File: src/ssbrc_pkg.sv
// ----------------------------------------------------------------------------
// ssbrc_pkg
// Shared types, constants and the character-to-segment encoder for the
// seven-segment blink/refresh controller.
// ----------------------------------------------------------------------------
`default_nettype none

package ssbrc_pkg;

  localparam int DIGITS      = 3;
  localparam int TEXT_CHARS  = 6;
  localparam int DIDX_W      = $clog2(DIGITS + 1);
  localparam int SLOTS       = 3;
  localparam int SLOT_W      = $clog2(SLOTS);

  // drive slots of one tick, in emission order
  localparam logic [SLOT_W-1:0] SLOT_MODE    = SLOT_W'(0);
  localparam logic [SLOT_W-1:0] SLOT_LEVEL   = SLOT_W'(1);
  localparam logic [SLOT_W-1:0] SLOT_STARTUP = SLOT_W'(2);

  localparam logic FUNC_TICK = 1'b0;
  localparam logic FUNC_SET  = 1'b1;

  localparam logic WK_CTRL  = 1'b0;
  localparam logic WK_DIGIT = 1'b1;

  localparam logic [1:0] TOP_POS       = 2'd3;
  localparam logic [7:0] DOT_SEG       = 8'h80;
  localparam logic [7:0] DASH_SEG      = 8'h40;
  localparam logic [7:0] CH_DOT        = 8'h2E;
  localparam logic [7:0] CH_DASH       = 8'h2D;
  localparam logic [7:0] CH_NUL        = 8'h00;
  localparam logic [7:0] SHOWN_RST     = 8'hFF;
  localparam logic [6:0] BLINK_LIMIT   = 7'd100;
  localparam logic [6:0] BLINK_SHOW    = 7'd50;
  localparam logic [7:0] STARTUP_TICKS = 8'd200;
  localparam logic [2:0] LEVEL_RST     = 3'd7;

  localparam logic [7:0] GLYPH [36] = '{
    8'h3F, 8'h06, 8'h5B, 8'h4F, 8'h66, 8'h6D, 8'h7D, 8'h07, 8'h7F, 8'h6F,
    8'h77, 8'h7C, 8'h39, 8'h5E, 8'h79, 8'h71, 8'h3D, 8'h76, 8'h19, 8'h0D,
    8'h72, 8'h38, 8'h55, 8'h54, 8'h5D, 8'h73, 8'h67, 8'h50, 8'h6D, 8'h78,
    8'h3E, 8'h1C, 8'h6A, 8'h1D, 8'h6E, 8'h49
  };

  typedef logic [DIGITS-1:0][7:0] seg_buf_t;

  // one tick's worth of driver writes, up to one per slot
  typedef struct packed {
    logic [SLOTS-1:0] vld;
    logic [SLOTS-1:0] en;
    logic [SLOTS-1:0] blank;
    logic [2:0]       level;
    seg_buf_t         segs;
  } job_t;

  function automatic logic [7:0] encode_char(input logic [7:0] c);
    logic [7:0] ofs;
    ofs = 8'h00;
    if (c >= 8'h30 && c <= 8'h39) begin
      ofs = c - 8'd48;
      return GLYPH[ofs[5:0]];
    end else if (c >= 8'h41 && c <= 8'h5A) begin
      ofs = c - 8'd55;
      return GLYPH[ofs[5:0]];
    end else if (c >= 8'h61 && c <= 8'h7A) begin
      ofs = c - 8'd87;
      return GLYPH[ofs[5:0]];
    end else if (c == CH_DASH) begin
      return DASH_SEG;
    end
    return 8'h00;
  endfunction

  function automatic logic [SLOT_W-1:0] first_slot(input logic [SLOTS-1:0] m);
    logic [SLOT_W-1:0] r;
    r = SLOT_W'(SLOTS - 1);
    for (int k = SLOTS - 1; k >= 0; k--) begin
      if (m[k]) r = SLOT_W'(k);
    end
    return r;
  endfunction

endpackage

`default_nettype wire

File: src/ssbrc_text_enc.sv
// ----------------------------------------------------------------------------
// ssbrc_text_enc
// Packs up to six text characters into the digit buffer, folding a trailing
// dot into the digit before it.
// ----------------------------------------------------------------------------
`default_nettype none

module ssbrc_text_enc (
  input  wire logic [ssbrc_pkg::TEXT_CHARS-1:0][7:0] text,
  input  wire ssbrc_pkg::seg_buf_t                   shown_i,
  output ssbrc_pkg::seg_buf_t                        shown_o
);

  logic [ssbrc_pkg::TEXT_CHARS:0][7:0] txt;

  assign txt = {ssbrc_pkg::CH_NUL, text};

  always_comb begin
    ssbrc_pkg::seg_buf_t           work;
    logic [ssbrc_pkg::DIDX_W-1:0]  n;
    logic                          stop;
    logic                          adv;
    work    = '0;
    n       = '0;
    stop    = 1'b0;
    adv     = 1'b0;
    shown_o = shown_i;
    for (int i = 0; i < ssbrc_pkg::TEXT_CHARS; i++) begin
      if (txt[i] == ssbrc_pkg::CH_NUL) stop = 1'b1;
      if (!stop) begin
        work[n] = work[n] | ssbrc_pkg::encode_char(txt[i]);
        if (txt[i] == ssbrc_pkg::CH_DOT) begin
          work[n] = work[n] | ssbrc_pkg::DOT_SEG;
          adv = 1'b1;
        end else begin
          // a dot right after a character joins that character's digit
          adv = (txt[i+1] != ssbrc_pkg::CH_DOT);
        end
        if (adv) begin
          shown_o[n] = work[n];
          n = n + 1'b1;
          if (n >= ssbrc_pkg::DIDX_W'(ssbrc_pkg::DIGITS)) stop = 1'b1;
        end
      end
    end
  end

endmodule

`default_nettype wire

File: src/ssbrc_refresh.sv
// ----------------------------------------------------------------------------
// ssbrc_refresh
// Input register, display state and the per-tick refresh planner that
// decides which driver writes a tick causes.
// ----------------------------------------------------------------------------
`default_nettype none

module ssbrc_refresh (
  input  wire logic                                   clk,
  input  wire logic                                   rst_n,
  input  wire logic                                   in_valid,
  output logic                                        in_stall,
  input  wire logic                                   in_func,
  input  wire logic [ssbrc_pkg::TEXT_CHARS-1:0][7:0]  in_text,
  input  wire logic                                   in_display_on,
  input  wire logic [2:0]                             in_brightness,
  input  wire logic                                   in_blink_on,
  input  wire logic                                   emit_free,
  output logic                                        job_load,
  output ssbrc_pkg::job_t                             job
);

  // input register
  logic                                      in_vld_r;
  logic                                      func_r;
  logic [ssbrc_pkg::TEXT_CHARS-1:0][7:0]     text_r;
  logic                                      disp_on_r;
  logic [2:0]                                bright_r;
  logic                                      blink_on_r;

  // display state
  ssbrc_pkg::seg_buf_t shown_r, shown_nxt;
  ssbrc_pkg::seg_buf_t sent_r, sent_nxt;
  logic                disp_en_r, disp_en_nxt;
  logic                prev_en_r, prev_en_nxt;
  logic                blink_mode_r, blink_mode_nxt;
  logic                pending_r, pending_nxt;
  logic [6:0]          cnt_r, cnt_nxt;
  logic [2:0]          level_now_r, level_now_nxt;
  logic [2:0]          level_prev_r, level_prev_nxt;
  logic [7:0]          timer_r, timer_nxt;

  ssbrc_pkg::seg_buf_t enc_shown;

  // tick plan
  ssbrc_pkg::seg_buf_t tk_sent;
  logic                tk_disp_en;
  logic                tk_prev_en;
  logic                tk_pending;
  logic [6:0]          tk_cnt;
  logic [2:0]          tk_level_prev;
  logic [7:0]          tk_timer;

  logic adv;
  logic step_set;
  logic step_tick;

  ssbrc_text_enc u_enc (
    .text    (text_r),
    .shown_i (shown_r),
    .shown_o (enc_shown)
  );

  always_comb begin
    logic [6:0] cnt_step;
    cnt_step      = cnt_r;
    tk_sent       = sent_r;
    tk_disp_en    = disp_en_r;
    tk_prev_en    = prev_en_r;
    tk_pending    = pending_r;
    tk_cnt        = cnt_r;
    tk_level_prev = level_prev_r;
    tk_timer      = timer_r;
    job           = '0;
    job.level     = level_now_r;
    job.segs      = shown_r;
    if (disp_en_r) begin
      if (!blink_mode_r) begin
        if (shown_r != sent_r || pending_r || !prev_en_r) begin
          job.vld[ssbrc_pkg::SLOT_MODE] = 1'b1;
          job.en[ssbrc_pkg::SLOT_MODE]  = 1'b1;
          tk_sent    = shown_r;
          tk_pending = 1'b0;
        end
      end else begin
        if (cnt_r <= ssbrc_pkg::BLINK_LIMIT) begin
          cnt_step = cnt_r + 7'd1;
          if (cnt_step == ssbrc_pkg::BLINK_LIMIT) begin
            job.vld[ssbrc_pkg::SLOT_MODE]   = 1'b1;
            job.en[ssbrc_pkg::SLOT_MODE]    = 1'b1;
            job.blank[ssbrc_pkg::SLOT_MODE] = 1'b1;
            cnt_step = '0;
          end
        end
        if (cnt_step == ssbrc_pkg::BLINK_SHOW) begin
          job.vld[ssbrc_pkg::SLOT_MODE] = 1'b1;
          job.en[ssbrc_pkg::SLOT_MODE]  = 1'b1;
        end
        tk_cnt     = cnt_step;
        tk_pending = 1'b1;
      end
      if (level_prev_r != level_now_r) begin
        // only the control word goes out when the display was just off
        job.vld[ssbrc_pkg::SLOT_LEVEL] = 1'b1;
        job.en[ssbrc_pkg::SLOT_LEVEL]  = prev_en_r;
        tk_level_prev = level_now_r;
      end
      tk_prev_en = 1'b1;
    end else if (prev_en_r) begin
      job.vld[ssbrc_pkg::SLOT_MODE]   = 1'b1;
      job.en[ssbrc_pkg::SLOT_MODE]    = 1'b1;
      job.blank[ssbrc_pkg::SLOT_MODE] = 1'b1;
      tk_prev_en = 1'b0;
    end
    if (timer_r > 8'd1) begin
      tk_timer = timer_r - 8'd1;
      if (tk_timer == 8'd1) begin
        tk_timer   = '0;
        tk_disp_en = 1'b0;
        job.vld[ssbrc_pkg::SLOT_STARTUP]   = 1'b1;
        job.en[ssbrc_pkg::SLOT_STARTUP]    = 1'b1;
        job.blank[ssbrc_pkg::SLOT_STARTUP] = 1'b1;
      end
    end
  end

  // a tick with writes waits until the output sequencer can take them
  assign adv       = (func_r == ssbrc_pkg::FUNC_SET) || (job.vld == '0) || emit_free;
  assign in_stall  = in_vld_r && !adv;
  assign step_set  = in_vld_r && (func_r == ssbrc_pkg::FUNC_SET);
  assign step_tick = in_vld_r && (func_r == ssbrc_pkg::FUNC_TICK) && adv;
  assign job_load  = step_tick && (job.vld != '0);

  always_comb begin
    shown_nxt      = shown_r;
    sent_nxt       = sent_r;
    disp_en_nxt    = disp_en_r;
    prev_en_nxt    = prev_en_r;
    blink_mode_nxt = blink_mode_r;
    pending_nxt    = pending_r;
    cnt_nxt        = cnt_r;
    level_now_nxt  = level_now_r;
    level_prev_nxt = level_prev_r;
    timer_nxt      = timer_r;
    if (step_set) begin
      shown_nxt      = enc_shown;
      blink_mode_nxt = blink_on_r;
      disp_en_nxt    = disp_on_r;
      level_now_nxt  = bright_r;
    end else if (step_tick) begin
      sent_nxt       = tk_sent;
      disp_en_nxt    = tk_disp_en;
      prev_en_nxt    = tk_prev_en;
      pending_nxt    = tk_pending;
      cnt_nxt        = tk_cnt;
      level_prev_nxt = tk_level_prev;
      timer_nxt      = tk_timer;
    end
  end

  always_ff @(posedge clk) begin
    if (!rst_n) begin
      in_vld_r     <= 1'b0;
      shown_r      <= {ssbrc_pkg::DIGITS{ssbrc_pkg::SHOWN_RST}};
      sent_r       <= '0;
      disp_en_r    <= 1'b1;
      prev_en_r    <= 1'b1;
      blink_mode_r <= 1'b0;
      pending_r    <= 1'b0;
      cnt_r        <= '0;
      level_now_r  <= ssbrc_pkg::LEVEL_RST;
      level_prev_r <= ssbrc_pkg::LEVEL_RST;
      timer_r      <= ssbrc_pkg::STARTUP_TICKS;
    end else begin
      if (in_valid && !in_stall) begin
        in_vld_r <= 1'b1;
      end else if (adv) begin
        in_vld_r <= 1'b0;
      end
      shown_r      <= shown_nxt;
      sent_r       <= sent_nxt;
      disp_en_r    <= disp_en_nxt;
      prev_en_r    <= prev_en_nxt;
      blink_mode_r <= blink_mode_nxt;
      pending_r    <= pending_nxt;
      cnt_r        <= cnt_nxt;
      level_now_r  <= level_now_nxt;
      level_prev_r <= level_prev_nxt;
      timer_r      <= timer_nxt;
    end
  end

  always_ff @(posedge clk) begin
    if (in_valid && !in_stall) begin
      func_r     <= in_func;
      text_r     <= in_text;
      disp_on_r  <= in_display_on;
      bright_r   <= in_brightness;
      blink_on_r <= in_blink_on;
    end
  end

`ifndef SYNTHESIS
  a_timer_skips_one: assert property (@(posedge clk) disable iff (!rst_n)
    timer_r != 8'd1)
    else $error("startup timer parked at one");
  a_blink_cnt_range: assert property (@(posedge clk) disable iff (!rst_n)
    cnt_r < ssbrc_pkg::BLINK_LIMIT)
    else $error("blink counter out of range");
  a_load_needs_item: assert property (@(posedge clk) disable iff (!rst_n)
    job_load |-> in_vld_r && emit_free)
    else $error("job load without a pending tick item");
`endif

endmodule

`default_nettype wire

File: src/ssbrc_emit.sv
// ----------------------------------------------------------------------------
// ssbrc_emit
// Output sequencer: holds one tick's planned writes and sends them out one
// word per cycle while out_stall is low, each control word first, then its digits.
// ----------------------------------------------------------------------------
`default_nettype none

module ssbrc_emit (
  input  wire logic            clk,
  input  wire logic            rst_n,
  input  wire logic            job_load,
  input  wire ssbrc_pkg::job_t job,
  output logic                 emit_free,
  output logic                 out_valid,
  input  wire logic            out_stall,
  output logic                 out_write_kind,
  output logic [2:0]           out_level,
  output logic                 out_enable,
  output logic [1:0]           out_digit_position,
  output logic [7:0]           out_segments,
  output logic                 out_last
);

  ssbrc_pkg::job_t                 job_r;
  logic                            vld_r;
  logic [ssbrc_pkg::SLOT_W-1:0]    slot_r;
  logic [ssbrc_pkg::DIDX_W-1:0]    sub_r;
  logic [ssbrc_pkg::SLOTS-1:0]     rest;
  logic [ssbrc_pkg::DIDX_W-1:0]    didx;
  logic                            digits_done;
  logic                            fire;

  always_comb begin
    for (int k = 0; k < ssbrc_pkg::SLOTS; k++) begin
      rest[k] = job_r.vld[k] && (ssbrc_pkg::SLOT_W'(k) > slot_r);
    end
  end

  assign didx        = sub_r - 1'b1;
  assign digits_done = (sub_r == ssbrc_pkg::DIDX_W'(ssbrc_pkg::DIGITS)) ||
                       (sub_r == '0 && !job_r.en[slot_r]);
  assign fire        = vld_r && !out_stall;
  assign emit_free   = !vld_r || (fire && out_last);

  assign out_valid          = vld_r;
  assign out_write_kind     = (sub_r == '0) ? ssbrc_pkg::WK_CTRL : ssbrc_pkg::WK_DIGIT;
  assign out_level          = (sub_r == '0) ? job_r.level : 3'd0;
  assign out_enable         = (sub_r == '0) ? job_r.en[slot_r] : 1'b0;
  // buffer digit i goes to driver address 3-i
  assign out_digit_position = (sub_r == '0) ? 2'd0 : ssbrc_pkg::TOP_POS - didx[1:0];
  assign out_segments       = (sub_r == '0 || job_r.blank[slot_r]) ? 8'h00 :
                              job_r.segs[didx];
  assign out_last           = digits_done && (rest == '0);

  always_ff @(posedge clk) begin
    if (!rst_n) begin
      vld_r  <= 1'b0;
      slot_r <= '0;
      sub_r  <= '0;
    end else if (job_load) begin
      vld_r  <= 1'b1;
      slot_r <= ssbrc_pkg::first_slot(job.vld);
      sub_r  <= '0;
    end else if (fire) begin
      if (!digits_done) begin
        sub_r <= sub_r + 1'b1;
      end else if (rest != '0) begin
        slot_r <= ssbrc_pkg::first_slot(rest);
        sub_r  <= '0;
      end else begin
        vld_r <= 1'b0;
      end
    end
  end

  always_ff @(posedge clk) begin
    if (job_load) begin
      job_r <= job;
    end
  end

`ifndef SYNTHESIS
  a_slot_live: assert property (@(posedge clk) disable iff (!rst_n)
    vld_r |-> job_r.vld[slot_r])
    else $error("sequencer on an empty slot");
  a_load_when_free: assert property (@(posedge clk) disable iff (!rst_n)
    job_load |-> emit_free)
    else $error("job loaded over unfinished writes");
  a_sub_range: assert property (@(posedge clk) disable iff (!rst_n)
    vld_r |-> sub_r <= ssbrc_pkg::DIDX_W'(ssbrc_pkg::DIGITS))
    else $error("digit index out of range");
`endif

endmodule

`default_nettype wire

File: src/seven_segment_blink_refresh_ctrl.sv
// ----------------------------------------------------------------------------
// seven_segment_blink_refresh_ctrl
// Three-digit seven-segment display controller with text loading, blink,
// brightness rewrite, switch-off blanking and a startup off timer.
//
//   channel | dir | handshake          | payload
//   in_     | in  | in_valid/in_stall  | func, char0..5, display_on,
//           |     |                    | brightness, blink_on
//   out_    | out | out_valid/out_stall| write_kind, level, enable,
//           |     |                    | digit_position, segments, last
//
// An item is held in the input register; a tick's driver writes are then
// loaded into the output sequencer, which sends one word per cycle while
// out_stall is low: a control word, then three digit words if enabled.
// Set items and ticks with no writes leave without loading the sequencer.
// Reset (synchronous, rst_n low) restores the power-on display state.
// A stalled output holds its write; a tick with writes waits in the input
// register until the sequencer has sent the last write of the previous tick.
// ----------------------------------------------------------------------------
`default_nettype none

module seven_segment_blink_refresh_ctrl (
  input  wire logic       clk,
  input  wire logic       rst_n,
  input  wire logic       in_valid,
  output logic            in_stall,
  input  wire logic       in_func,
  input  wire logic [7:0] in_char0,
  input  wire logic [7:0] in_char1,
  input  wire logic [7:0] in_char2,
  input  wire logic [7:0] in_char3,
  input  wire logic [7:0] in_char4,
  input  wire logic [7:0] in_char5,
  input  wire logic       in_display_on,
  input  wire logic [2:0] in_brightness,
  input  wire logic       in_blink_on,
  output logic            out_valid,
  input  wire logic       out_stall,
  output logic            out_write_kind,
  output logic [2:0]      out_level,
  output logic            out_enable,
  output logic [1:0]      out_digit_position,
  output logic [7:0]      out_segments,
  output logic            out_last
);

  logic [ssbrc_pkg::TEXT_CHARS-1:0][7:0] text;
  ssbrc_pkg::job_t                       job;
  logic                                  job_load;
  logic                                  emit_free;

  assign text = {in_char5, in_char4, in_char3, in_char2, in_char1, in_char0};

  ssbrc_refresh u_refresh (
    .clk           (clk),
    .rst_n         (rst_n),
    .in_valid      (in_valid),
    .in_stall      (in_stall),
    .in_func       (in_func),
    .in_text       (text),
    .in_display_on (in_display_on),
    .in_brightness (in_brightness),
    .in_blink_on   (in_blink_on),
    .emit_free     (emit_free),
    .job_load      (job_load),
    .job           (job)
  );

  ssbrc_emit u_emit (
    .clk                (clk),
    .rst_n              (rst_n),
    .job_load           (job_load),
    .job                (job),
    .emit_free          (emit_free),
    .out_valid          (out_valid),
    .out_stall          (out_stall),
    .out_write_kind     (out_write_kind),
    .out_level          (out_level),
    .out_enable         (out_enable),
    .out_digit_position (out_digit_position),
    .out_segments       (out_segments),
    .out_last           (out_last)
  );

endmodule

`default_nettype wire

File: config.mk
export PLATFORM = sky130hd
export DESIGN_NAME = seven_segment_blink_refresh_ctrl
export DESIGN_NICKNAME = d
export VERILOG_FILES = /design/src/ssbrc_pkg.sv /design/src/ssbrc_text_enc.sv /design/src/ssbrc_refresh.sv /design/src/ssbrc_emit.sv /design/src/seven_segment_blink_refresh_ctrl.sv
export SDC_FILE = /design/constraint.sdc
export NUM_CORES = 1
export LEC_CHECK = 0
export BUFFER_PORTS_ARGS = -buffer_cell sky130_fd_sc_hd__clkbuf_2
export CAP_MARGIN = 25
export CORE_MARGIN = 3
export CORE_UTILIZATION = 50
export CTS_CLUSTER_DIAMETER = 50
export DETAILED_ROUTE_END_ITERATION = 10
export HOLD_SLACK_MARGIN = 0.05
export PLACE_DENSITY = 0.71
export REMOVE_ABC_BUFFERS = 1
export SETUP_SLACK_MARGIN = 0.15
export SLEW_MARGIN = 10
export SYNTH_ARGS = -nofsm -noshare
export SYNTH_HDL_FRONTEND = slang
export SYNTH_SLANG_ARGS = --single-unit
export TNS_END_PERCENT = 100
File: constraint.sdc
create_clock -name clk -period 9.7 [get_ports clk]
set_input_delay 1.94 -clock clk [delete_from_list [all_inputs] [get_ports clk]]
set_output_delay 1.94 -clock clk [all_outputs]
set_load 0.03 [all_outputs]
After elaboration in Yosys (flattened, before gate mapping)
Memories as Yosys holds them, arrays and structs flattened.
Index checks and enable logic that the tools add are counted.
{"block": "classes", "add_sub_neg": 27, "magnitude_cmp": 75, "n_eq_ne": 25, "mux": 275, "bitwise_logic": 27, "n_reduce_logical": 80}
{"cell": "2-to-1 mux 8 bit", "n": 93}
{"cell": "2-to-1 mux 24 bit", "n": 24}
{"cell": "bitwise mux 24 bit", "n": 15}
{"cell": "binary-select mux 8 bit (select 2 bit)", "n": 16}
{"cell": "greater-or-equal comparator 7 bit, second input constant", "n": 18}
{"cell": "inverter 6 -> 7 bit", "n": 18}
{"cell": "equality test 8 x 6 -> 1 bit, second input constant", "n": 12}
{"cell": "greater-or-equal comparator 8 x 7 -> 1 bit, second input constant", "n": 12}
{"cell": "<= comparator 8 x 7 -> 1 bit, second input constant", "n": 12}
{"cell": "2-to-1 mux 1 bit", "n": 90}
{"cell": "demux 8 bit (select 2 bit)", "n": 5}
{"cell": "subtractor 6 bit, second input constant", "n": 12}
{"cell": "2-to-1 mux 7 bit", "n": 9}
{"cell": "greater-or-equal comparator 8 x 6 -> 1 bit, second input constant", "n": 6}
{"cell": "<= comparator 8 x 6 -> 1 bit, second input constant", "n": 6}
{"cell": "logical NOT 8 bit", "n": 6}
{"cell": "2-to-1 mux 2 bit", "n": 20}
{"cell": "!= test 8 x 6 -> 1 bit, second input constant", "n": 5}
{"cell": "OR 8 bit", "n": 5}
{"cell": "logical AND 1 bit", "n": 36}
{"cell": "subtractor 6 x 5 -> 6 bit, second input constant", "n": 6}
{"cell": "!= test 24 bit", "n": 1}
{"cell": "less-than comparator 2 x 3 -> 1 bit, second input constant", "n": 7}
{"cell": "nonzero test 2 bit", "n": 8}
{"cell": "other kinds (30)", "n": 67}
{"block": "word_totals", "ff_bits": 168, "mem_bits_ro": 9216, "inputBits": 58, "out_inout_bits": 18, "memories": 18}
{"name": "(name not given)", "words": 64, "word_bits": 8, "read_ports": 1, "rd_ports_with_merged_regs": 0, "write_ports": 0, "line": "ssbrc_pkg.sv:68", "source": "return GLYPH[ofs[5:0]];"}
{"name": "(name not given)", "words": 64, "word_bits": 8, "read_ports": 1, "rd_ports_with_merged_regs": 0, "write_ports": 0, "line": "ssbrc_pkg.sv:65", "source": "return GLYPH[ofs[5:0]];"}
{"name": "(name not given)", "words": 64, "word_bits": 8, "read_ports": 1, "rd_ports_with_merged_regs": 0, "write_ports": 0, "line": "ssbrc_pkg.sv:62", "source": "return GLYPH[ofs[5:0]];"}
{"name": "(name not given)", "words": 64, "word_bits": 8, "read_ports": 1, "rd_ports_with_merged_regs": 0, "write_ports": 0, "line": "ssbrc_pkg.sv:68"}
{"name": "(name not given)", "words": 64, "word_bits": 8, "read_ports": 1, "rd_ports_with_merged_regs": 0, "write_ports": 0, "line": "ssbrc_pkg.sv:65"}
{"name": "(name not given)", "words": 64, "word_bits": 8, "read_ports": 1, "rd_ports_with_merged_regs": 0, "write_ports": 0, "line": "ssbrc_pkg.sv:62"}
{"name": "12 more memories"}

Logic depth before layout (Yosys ltp)
Gate-level depths: netlist (run 1).
{"block": "depth", "ltp_word": 65, "depth_mapped": 34, "ltp_nobuf": 27}

Hierarchy
A second synthesis (run 1) with hierarchy kept.
{"block": "hier_totals", "cells_unflattened": 2760, "area_unflattened_um2": 20527.2}
{"mod": "ssbrc_text_enc", "n_inst": 1, "cells_per_inst": 2127, "area_per_inst_um2": 13419.1}
{"mod": "ssbrc_refresh", "n_inst": 1, "cells_per_inst": 511, "area_per_inst_um2": 5403.9}
{"mod": "ssbrc_emit", "n_inst": 1, "cells_per_inst": 122, "area_per_inst_um2": 1704.1}

Least setup slack after synthesis (run 1)
OpenSTA, ideal clock, no wires.
{"block": "synth_path", "kind": "reg2reg", "startpoint": "register u_refresh.text_r[0] in the netlist's numbering", "endpoint": "register u_refresh.shown_r (netlist bit u_refresh.job[9])", "t_arrival_ps": 7054, "required_ps": 9569, "slack_ps": 2515, "stages_incl_launch_ff": 33, "n_path_buf": 10, "path_cell_list": "edfxtp_1 > buf_2 > clkbuf_1 > inv_1 > ha_1 > nor4bb_1 > and2_1 > clkbuf_1 > clkbuf_1 > nor2_1 > ha_1 > a21oi_1 > nor2_1 > inv_1 > clkbuf_1 > ha_1 > o21ai_0 > and3_1 > clkbuf_1 > a21boi_2 > nor2_1 > a21oi_1 > buf_2 > buf_1 > ha_1 > clkbuf_1 > and2_1 > clkbuf_1 > nor2_1 > a221oi_1 > or3b_4 > o221ai_2 > a21oi_1"}
{"block": "synth_between", "elab_chain_len": 65, "elab_cells_between_ends": 175, "cone_classes": "7 x add/sub; 20 x order compare; 2 x eq/ne; 126 x mux; 8 x bitwise; 9 x reduce/logical; 3 x memory"}
{"element": "start, declared", "line": "ssbrc_refresh.sv:26", "source": "logic [ssbrc_pkg::TEXT_CHARS-1:0][7:0] text_r;"}
{"element": "start signal, assigned", "line": "ssbrc_refresh.sv:196", "source": "text_r <= in_text;"}
{"element": "subtractor 6 x 5 -> 6 bit", "line": "ssbrc_pkg.sv:67", "source": "ofs = c - 8'd87;"}
{"element": "inverter 6 -> 7 bit (not written as such)", "line": "ssbrc_pkg.sv:68"}
{"element": "memory (64 x 8 bit)"}
{"element": "2-to-1 mux 8 bit (not written as such) (2 in a row)", "line": "ssbrc_pkg.sv:68"}
{"element": "2-to-1 mux 8 bit", "line": "ssbrc_pkg.sv:66", "source": "end else if (c >= 8'h61 && c <= 8'h7A) begin"}
{"element": "2-to-1 mux 8 bit", "line": "ssbrc_pkg.sv:63", "source": "end else if (c >= 8'h41 && c <= 8'h5A) begin"}
{"element": "2-to-1 mux 8 bit", "line": "ssbrc_pkg.sv:60", "source": "if (c >= 8'h30 && c <= 8'h39) begin"}
{"element": "2-to-1 mux 8 bit", "line": "ssbrc_pkg.sv:72", "source": "return 8'h00;"}
{"element": "(+48 left out)"}
{"element": "bitwise mux 24 bit", "line": "ssbrc_text_enc.sv:33", "source": "work[n] = work[n] | ssbrc_pkg::DOT_SEG;"}
{"element": "2-to-1 mux 24 bit", "line": "ssbrc_text_enc.sv:32", "source": "if (txt[i] == ssbrc_pkg::CH_DOT) begin"}
{"element": "2-to-1 mux 24 bit", "line": "ssbrc_text_enc.sv:30", "source": "if (!stop) begin"}
{"element": "binary-select mux 8 bit (select 2 bit)", "line": "ssbrc_text_enc.sv:40", "source": "shown_o[n] = work[n];"}
{"element": "2-to-1 mux 8 bit (not written as such)", "line": "ssbrc_text_enc.sv:40"}
{"element": "bitwise mux 24 bit", "line": "ssbrc_text_enc.sv:40"}
{"element": "2-to-1 mux 24 bit", "line": "ssbrc_text_enc.sv:39", "source": "if (adv) begin"}
{"element": "2-to-1 mux 24 bit (*)", "line": "ssbrc_text_enc.sv:30"}
{"element": "end signal, assigned", "line": "ssbrc_refresh.sv:164", "source": "shown_r <= {ssbrc_pkg::DIGITS{ssbrc_pkg::SHOWN_RST}};"}
{"element": "end signal, assigned", "line": "ssbrc_refresh.sv:180", "source": "shown_r <= shown_nxt;"}
{"element": "end, declared", "line": "ssbrc_refresh.sv:32", "source": "ssbrc_pkg::seg_buf_t shown_r, shown_nxt;"}
Mark *: on every way between the ends. The rest lies on a longest branch, timed or not. The select of a mux whose other input is x is not followed.
A chain may end at the register's enable or synchronous reset.

Final worst setup path (run 1)
{"block": "layout_path", "startpoint": "register u_refresh.text_r[0] in the netlist's numbering", "endpoint": "register u_refresh.shown_r (netlist bit u_refresh.job[2])"}
Same word-level chain as after synthesis.

==> results of run 1 <==
## kinds of logic (layout without fill, tap and decap cells)
| group | Yosys count | in the layout | share of synthesized area [%] |
|---|---|---|---|
| simple gates | 1039 | 1039 | 24.5 |
| xor+xnor | 83 | 83 | 3.75 |
| fa+ha+maj | 107 | 107 | 6.48 |
| buf+inv | 321 | 243 | 6.23 |
| mux | 106 | 106 | 5.74 |
| compound gates | 1001 | 1001 | 33.1 |
| flops | 165 | 165 | 20.2 |
## through the flow
stage                     util [%]  area, um2
after floorplan                  -      19700
after global placement        52.2      21000
after detailed placement      52.2      21000
after CTS                     53.8      21600
after global routing          53.9      21600
final                         53.9      21600
## registers in the layout, indices dropped and copies added (netlist names), 3 cells and up
signal / flops
u_refresh.text_r: 48
u_emit.job_r: 32
u_refresh.job: 24
u_refresh.sent_r: 24
u_refresh.timer_r: 8
u_refresh.cnt_r: 7
u_refresh.bright_r: 3
u_refresh.level_now_r: 3
u_refresh.level_prev_r: 3
## how the worst max path moves through the flow
| stage | from | end | slack (ns) |
|---|---|---|---|
| 5_1_grt | u_refresh.text_r[0] | u_refresh.job[2] | 0.19 |
| 4_1_cts | u_refresh.text_r[0] | u_refresh.job[2] | 1.05 |
| 6_report | u_refresh.text_r[0] | u_refresh.job[2] | 0.72 |
| 3_5_place_dp | u_refresh.text_r[0] | u_refresh.job[2] | 1.11 |
| 3_3_place_gp | u_refresh.text_r[0] | u_refresh.job[2] | 1.36 |
| 2_1_floorplan | u_refresh.text_r[0] | u_refresh.job[19] | 1.69 |
## cell type report
| cell class | count | area [um2] |
|---|---|---|
| Clock inverter | 15 | 201 |
| Inverter | 97 | 364 |
| Multi-Input combinational cell | 2336 | 15200 |
| Sequential cell | 165 | 4160 |
| Tap cell | 525 | 657 |
| Timing Repair Buffer | 114 | 666 |
| Clock buffer | 17 | 425 |
| Fill cell | 3889 | 18500 |
## worst max-delay path, cell delays in order (launching register included)
cell	delay, ns
edfxtp_1	0.72
inv_1	0.39
ha_1	0.52
nor4bb_1	0.89
and2_1	0.23
buf_4	0.27
nor2_1	0.09
ha_1	0.34
a21oi_1	0.34
nor2_1	0.07
buf_4	0.20
inv_1	0.47
ha_1	0.53
nand4_1	0.55
nor2_1	0.31
nor2_1	0.09
a221oi_1	0.77
o311a_1	0.52
nand2_1	0.17
a311oi_1	0.76
a31oi_1	0.23
o32ai_1	0.28
a21oi_1	0.07
## power by group
part	total, W	leakage, nW	switching [W]	internal (W)
Sequential	0.000832	1.43	0.0000608	0.000771
Combinational	0.000815	6.38	0.000520	0.000295
Clock	0.000733	0.302	0.000379	0.000354
Total	0.00238	8.11	0.000960	0.00142
## layer usage
metal	vias to the layer above	share of wire [%]	GRT usage, %
met1	10737	41	44.3
met3	240	9.0	5.95
met2	1289	45	52.9
met4	2	4.3	13.7
met5	-	0.017	0
li1	10454	-	-
## layout by cell type, fill, tap and decap left out, types with 19 or more instances in the layout
master and n:
inv_1 89, buf_4 34, ha_1 106, nand2b_1 37, nor4_1 19, xnor2_1 58, and3_1 34, o31ai_1 26
nand4_1 22, dfxtp_1 79, a211oi_1 78, o32ai_1 20, xor2_1 19, or3_1 19, a311oi_1 21, and2_1 45
edfxtp_1 86, nor2b_1 44, nor2_1 289, o22ai_1 23, a21oi_1 247, nand3_1 94, nand2_1 278, mux2i_1 84
clkbuf_2 75, o21ai_0 175, o211ai_1 64, a31oi_1 53, nor3_1 69, a221oi_1 27
==> impl_metrics.yaml, run 1 <==
pwr:
  worst_vdd_rail_ir_drop_mv: 0.119
  p_leak_nw: 8.11
  power_per_cell_area_mw_per_mm2: 110
  fin_total_pwr_w: 0.00238
critical_path:
  endpoint_kind: "flop"
  worstPathMaxFanout: 22
  worstReg2RegEnd: "u_refresh.job[2]"
  r2r_setup_slack_ns: 0.72
  rr_startpoint: "u_refresh.text_r[0]"
  worstSetupPathType: "flop to flop"
  timing.critical_path.from_type: "flop"
  worst_ep_required_time_ns: 10.08
  worstRegToRegCells: 22
  critical_path_arrival_ns: 9.36
cts:
  cts_setup_buffers: 0
  numCtsBuffers: 17
  post_cts_hold_buffer_count: 0
  root_buffer: "clkbuf_16"
  post_cts_resize_count: 0
  h-tree-depth: 4
  clock_path_buffers: 2
  clock-sinks: 165
  path_clk_slew_ns: 0.09
  cts_tree: "yes"
  worstSkewPairLatency_ns: 0.51
hold_path:
  worst_hold_startpoint: "u_refresh.bright_r[1]"
  hold-path-endpoint: "u_refresh.level_now_r[1]"
  whs_path_depth: 2
  worst_hold_path_type: "flop to flop"
route:
  drt_iter0_markers: 3135
  drt_drc_violations_left: 0
  ant_nets: 0
  detailedRoute.firstPassIterationCount: 6
  finalWirelength_um: 76000
  routed_via_density: 6.95
  route.detailed.wl_per_inst_um: 23.2
  vias: 22722
synthesis:
  postSynth.asyncResetShare_pct: 0
  post-synth-top-area-fraction_pct: 12.5
  register_area_share_after_synthesis_pct: 20.2
  yosys-top-cells-area: "edfxtp_1 (13%), dfxtp_1 (7.7%), ha_1 (6.4%)"
  synthFlopType: "edfxtp_1"
  synth_edf_count: 86
  synthDominantAreaCellType: "edfxtp_1"
  synth.avg_cell_area_um2: 7.30
  synthCells: 2822
  post_synth_instance_area_mm2: 0.0206
  synth_cell_type_count: 113
  yosysWarnings: 0
  cell_with_the_most_instances_after_synthesis: "nor2_1"
  total_of_flip_flops_plus_latches_after_synthesis: 165
  ys_top_cells_by_count: "nor2_1 (289), nand2_1 (278), a21oi_1 (247)"
global_route:
  initial_antenna_violation_count: 1
  globalRoute.totalOverflow: 0
  grt_start_max_net_pins: 55
  first_global_vias: 20887
  globalRouteTotalUtil_pct: 33.2
  grt_first_pass_wirelength_um: 118000
placed_design:
  finalWeightedCongestion: 1.09
  pre_cts_slack_ns: 1.11
  dp.final_hpwl_um: 55700
  port_buffers: 75
  post_placement_cell_count: 3233
timing:
  finalCriticalPeriod_ns: 8.98
  max-slew-margin-rel_pct: 28.4
  setup-violations-final: 0
  hold_slack_ns: 0.466
  final_max_slew_viol_count: 0
  finalHoldViolations: 0
  post-route-worst-setup-slack_ns: 0.721
  achievable-frequency_mhz: 111
  worst-slew-pin-transition_ns: 1.07
  clock_skew_ns: 0.0275
  rsz_0062_raised_after_global_routing: "false"
  min_period_over_period_pct: 92.6
  final.setup.tns_ns: 0
floorplan:
  core_region_area_mm2: 0.0402
  fp.dieArea_mm2: 0.0437
  num_ports: 76
  row_count: 73
  die_h_um: 209
  start_util_pct: 51.3
  die_w_um: 209
outcome:
  status: "finished clean"
final_layout:
  final_nets: 2895
  final_cell_count_no_fill: 3269
  fraction_of_layout_instances_using_a_drive_strength_above_1_pct: 8.71
  antenna_cells_inserted: 0
  flow.area_growth_from_synthesis_pct: 5.03
run:
  max-cap-violations: 0
(Power assumes the default switching activity.)
==> inputs of run 2 (changes only) <==
REMOVE_ABC_BUFFERS = default   (was 1)
==> run 2 against run 1 <==
Sequential share of layout area decreased by 0.070 points. Hold slack improved by 0.026 ns. Register-to-register slack improved by 0.65 ns. Final area increased by 0.36%. Critical path depth increased by 6. Global-route usage increased by 0.59 points. Worst setup slack improved by 0.65 ns. Critical path type unchanged.
==> impl_metrics.yaml, run 2 (synthesis results as in run 1) <==
critical_path:
  critical_path_arrival_ns: 8.69
  critPathBufInv: 6
  r2r_setup_slack_ns: 1.37
  timing.critical_path.from_type: "flop"
  worst_ep_required_time_ns: 10.07
  endpoint_kind: "flop"
  worstPathMaxFanout: 22
  slowest_library_cell_on_the_worst_path: "nor4bb_1"
  worstSetupPathType: "flop to flop"
  critical-path-max-stage-delay_ns: 0.66
  cp_top_family: "simple AND/OR/NAND/NOR gates"
global_route:
  grt_start_max_net_pins: 55
  initial_antenna_violation_count: 1
  globalRoute.totalOverflow: 0
  grt_first_pass_wirelength_um: 119000
  first_global_vias: 20498
  globalRouteTotalUtil_pct: 33.7
placed_design:
  port_buffers: 75
  dp.final_hpwl_um: 57800
  finalWeightedCongestion: 1.09
route:
  vias: 22545
  ant_nets: 0
  routed_via_density: 6.87
  detailedRoute.firstPassIterationCount: 6
  drt_drc_violations_left: 0
  finalWirelength_um: 77000
  route.detailed.wl_per_inst_um: 23.5
  drt_iter0_markers: 2928
timing:
  achievable-frequency_mhz: 120
  final.setup.tns_ns: 0
  clock_skew_ns: 0.0136
  worst-slew-pin-transition_ns: 1.11
  setup-violations-final: 0
  max-slew-margin-rel_pct: 25.0
  rsz_0062_raised_after_global_routing: "false"
  finalCriticalPeriod_ns: 8.33
  final_max_slew_viol_count: 0
  min_period_over_period_pct: 85.8
  finalHoldViolations: 0
cts:
  post_cts_hold_buffer_count: 0
  root_buffer: "clkbuf_16"
  cts_tree: "yes"
  clock_path_buffers: 2
  post_cts_resize_count: 0
  worstSkewPairLatency_ns: 0.49
  h-tree-depth: 4
  path_clk_slew_ns: 0.08
  clock-sinks: 165
  numCtsBuffers: 17
  cts_setup_buffers: 0
final_layout:
  multi_input_area_mm2: 0.0152
  layout.cells.most_common_list: "nor2_1 (289), nand2_1 (278), a21oi_1 (247)"
  flow.area_growth_from_synthesis_pct: 5.42
  reg_top3: "u_refresh.text_r x48, u_emit.job_r x32"
  fillers: 3905
  register_ranked_first_by_flip_flop_count: "u_refresh.text_r"
  mostFrequentLayoutCell: "nor2_1"
  largest_register_ffs: 48
  sequential_cell_area_mm2: 0.00416
  antenna_cells_inserted: 0
  fraction_of_layout_instances_using_a_drive_strength_above_1_pct: 9.14
  final_nets: 2908
pwr:
  fin_total_pwr_w: 0.00236
  worst_vdd_rail_ir_drop_mv: 0.122
  p_leak_nw: 8.17
  power_per_cell_area_mw_per_mm2: 109
run:
  max-cap-violations: 0
floorplan:
  row_count: 73
  die_h_um: 209
  start_util_pct: 51.3
  num_ports: 76
  core_region_area_mm2: 0.0402
  fp.dieArea_mm2: 0.0437
  die_w_um: 209
outcome:
  status: "finished clean"
synthesis:
  synthesis.nets: 2986
hold_path:
  worst_hold_path_type: "flop to flop"
==> run 2: path summary, 6_finish.rpt <==
| kind | from | to | cells past startpoint |
|---|---|---|---|
| worst max register to register | u_refresh.text_r[0] | u_refresh.job[19] | 28 |
| worst min register to register | u_refresh.bright_r[0] | u_refresh.level_now_r[0] | 2 |
| worst max-delay path | u_refresh.text_r[0] | u_refresh.job[19] | 28 |
| worst min-delay path | u_refresh.bright_r[0] | u_refresh.level_now_r[0] | 2 |
==> run 2: area by class of cell <==
class | instances | area share, %
clock buffer | 17 | 1.96
clock inverter | 15 | 0.841
inverter | 97 | 1.68
multi-input combinational | 2336 | 69.8
sequential | 165 | 19.2
tap | 525 | 3.02
timing repair buffer | 127 | 3.51
==> run 2: metrics by stage <==
| step | cell area (um2) | std cells | utilization [%] | setup WS, ns | hold WS, ns |
|---|---|---|---|---|---|
| CTS | 21700 | 3279 | 54.0 | 1.71 | 0.497 |
| detailed placement | 21100 | 3247 | 52.5 | 1.71 | 0.479 |
| global placement | 21100 | 3246 | 52.5 | 1.82 | 0.472 |
| global route | 21700 | 3282 | 54.1 | 1.01 | 0.516 |
| finish | 21700 | 3282 | 54.1 | 1.37 | 0.491 |
| floorplan | 20600 | 2822 | - | 2.51 | 0.433 |
==> run 2: routing by layer <==
metal | wire length, um | GRT usage [%]
met1 | 30800 | 43.2
met2 | 34800 | 53.8
met3 | 6570 | 6.32
met4 | 4840 | 18.4
met5 | 13 | 0
==> run 2: report_power, final <==
group | internal (W) | switching, W
sequential | 0.000771 | 0.0000547
combinational | 0.000295 | 0.000529
clock | 0.000349 | 0.000363
==> run 2: worst reg2reg max path, delay by kind of cell (launching register included) <==
| family | cells | cell delay, ns |
|---|---|---|
| flip-flops | 1 | 0.36 |
| buffers and inverters | 6 | 1.55 |
| AO/OA/AOI/OAI | 9 | 2.03 |
| AND/OR/NAND/NOR | 9 | 2.65 |
| adder cells (fa/ha/maj) | 4 | 1.64 |
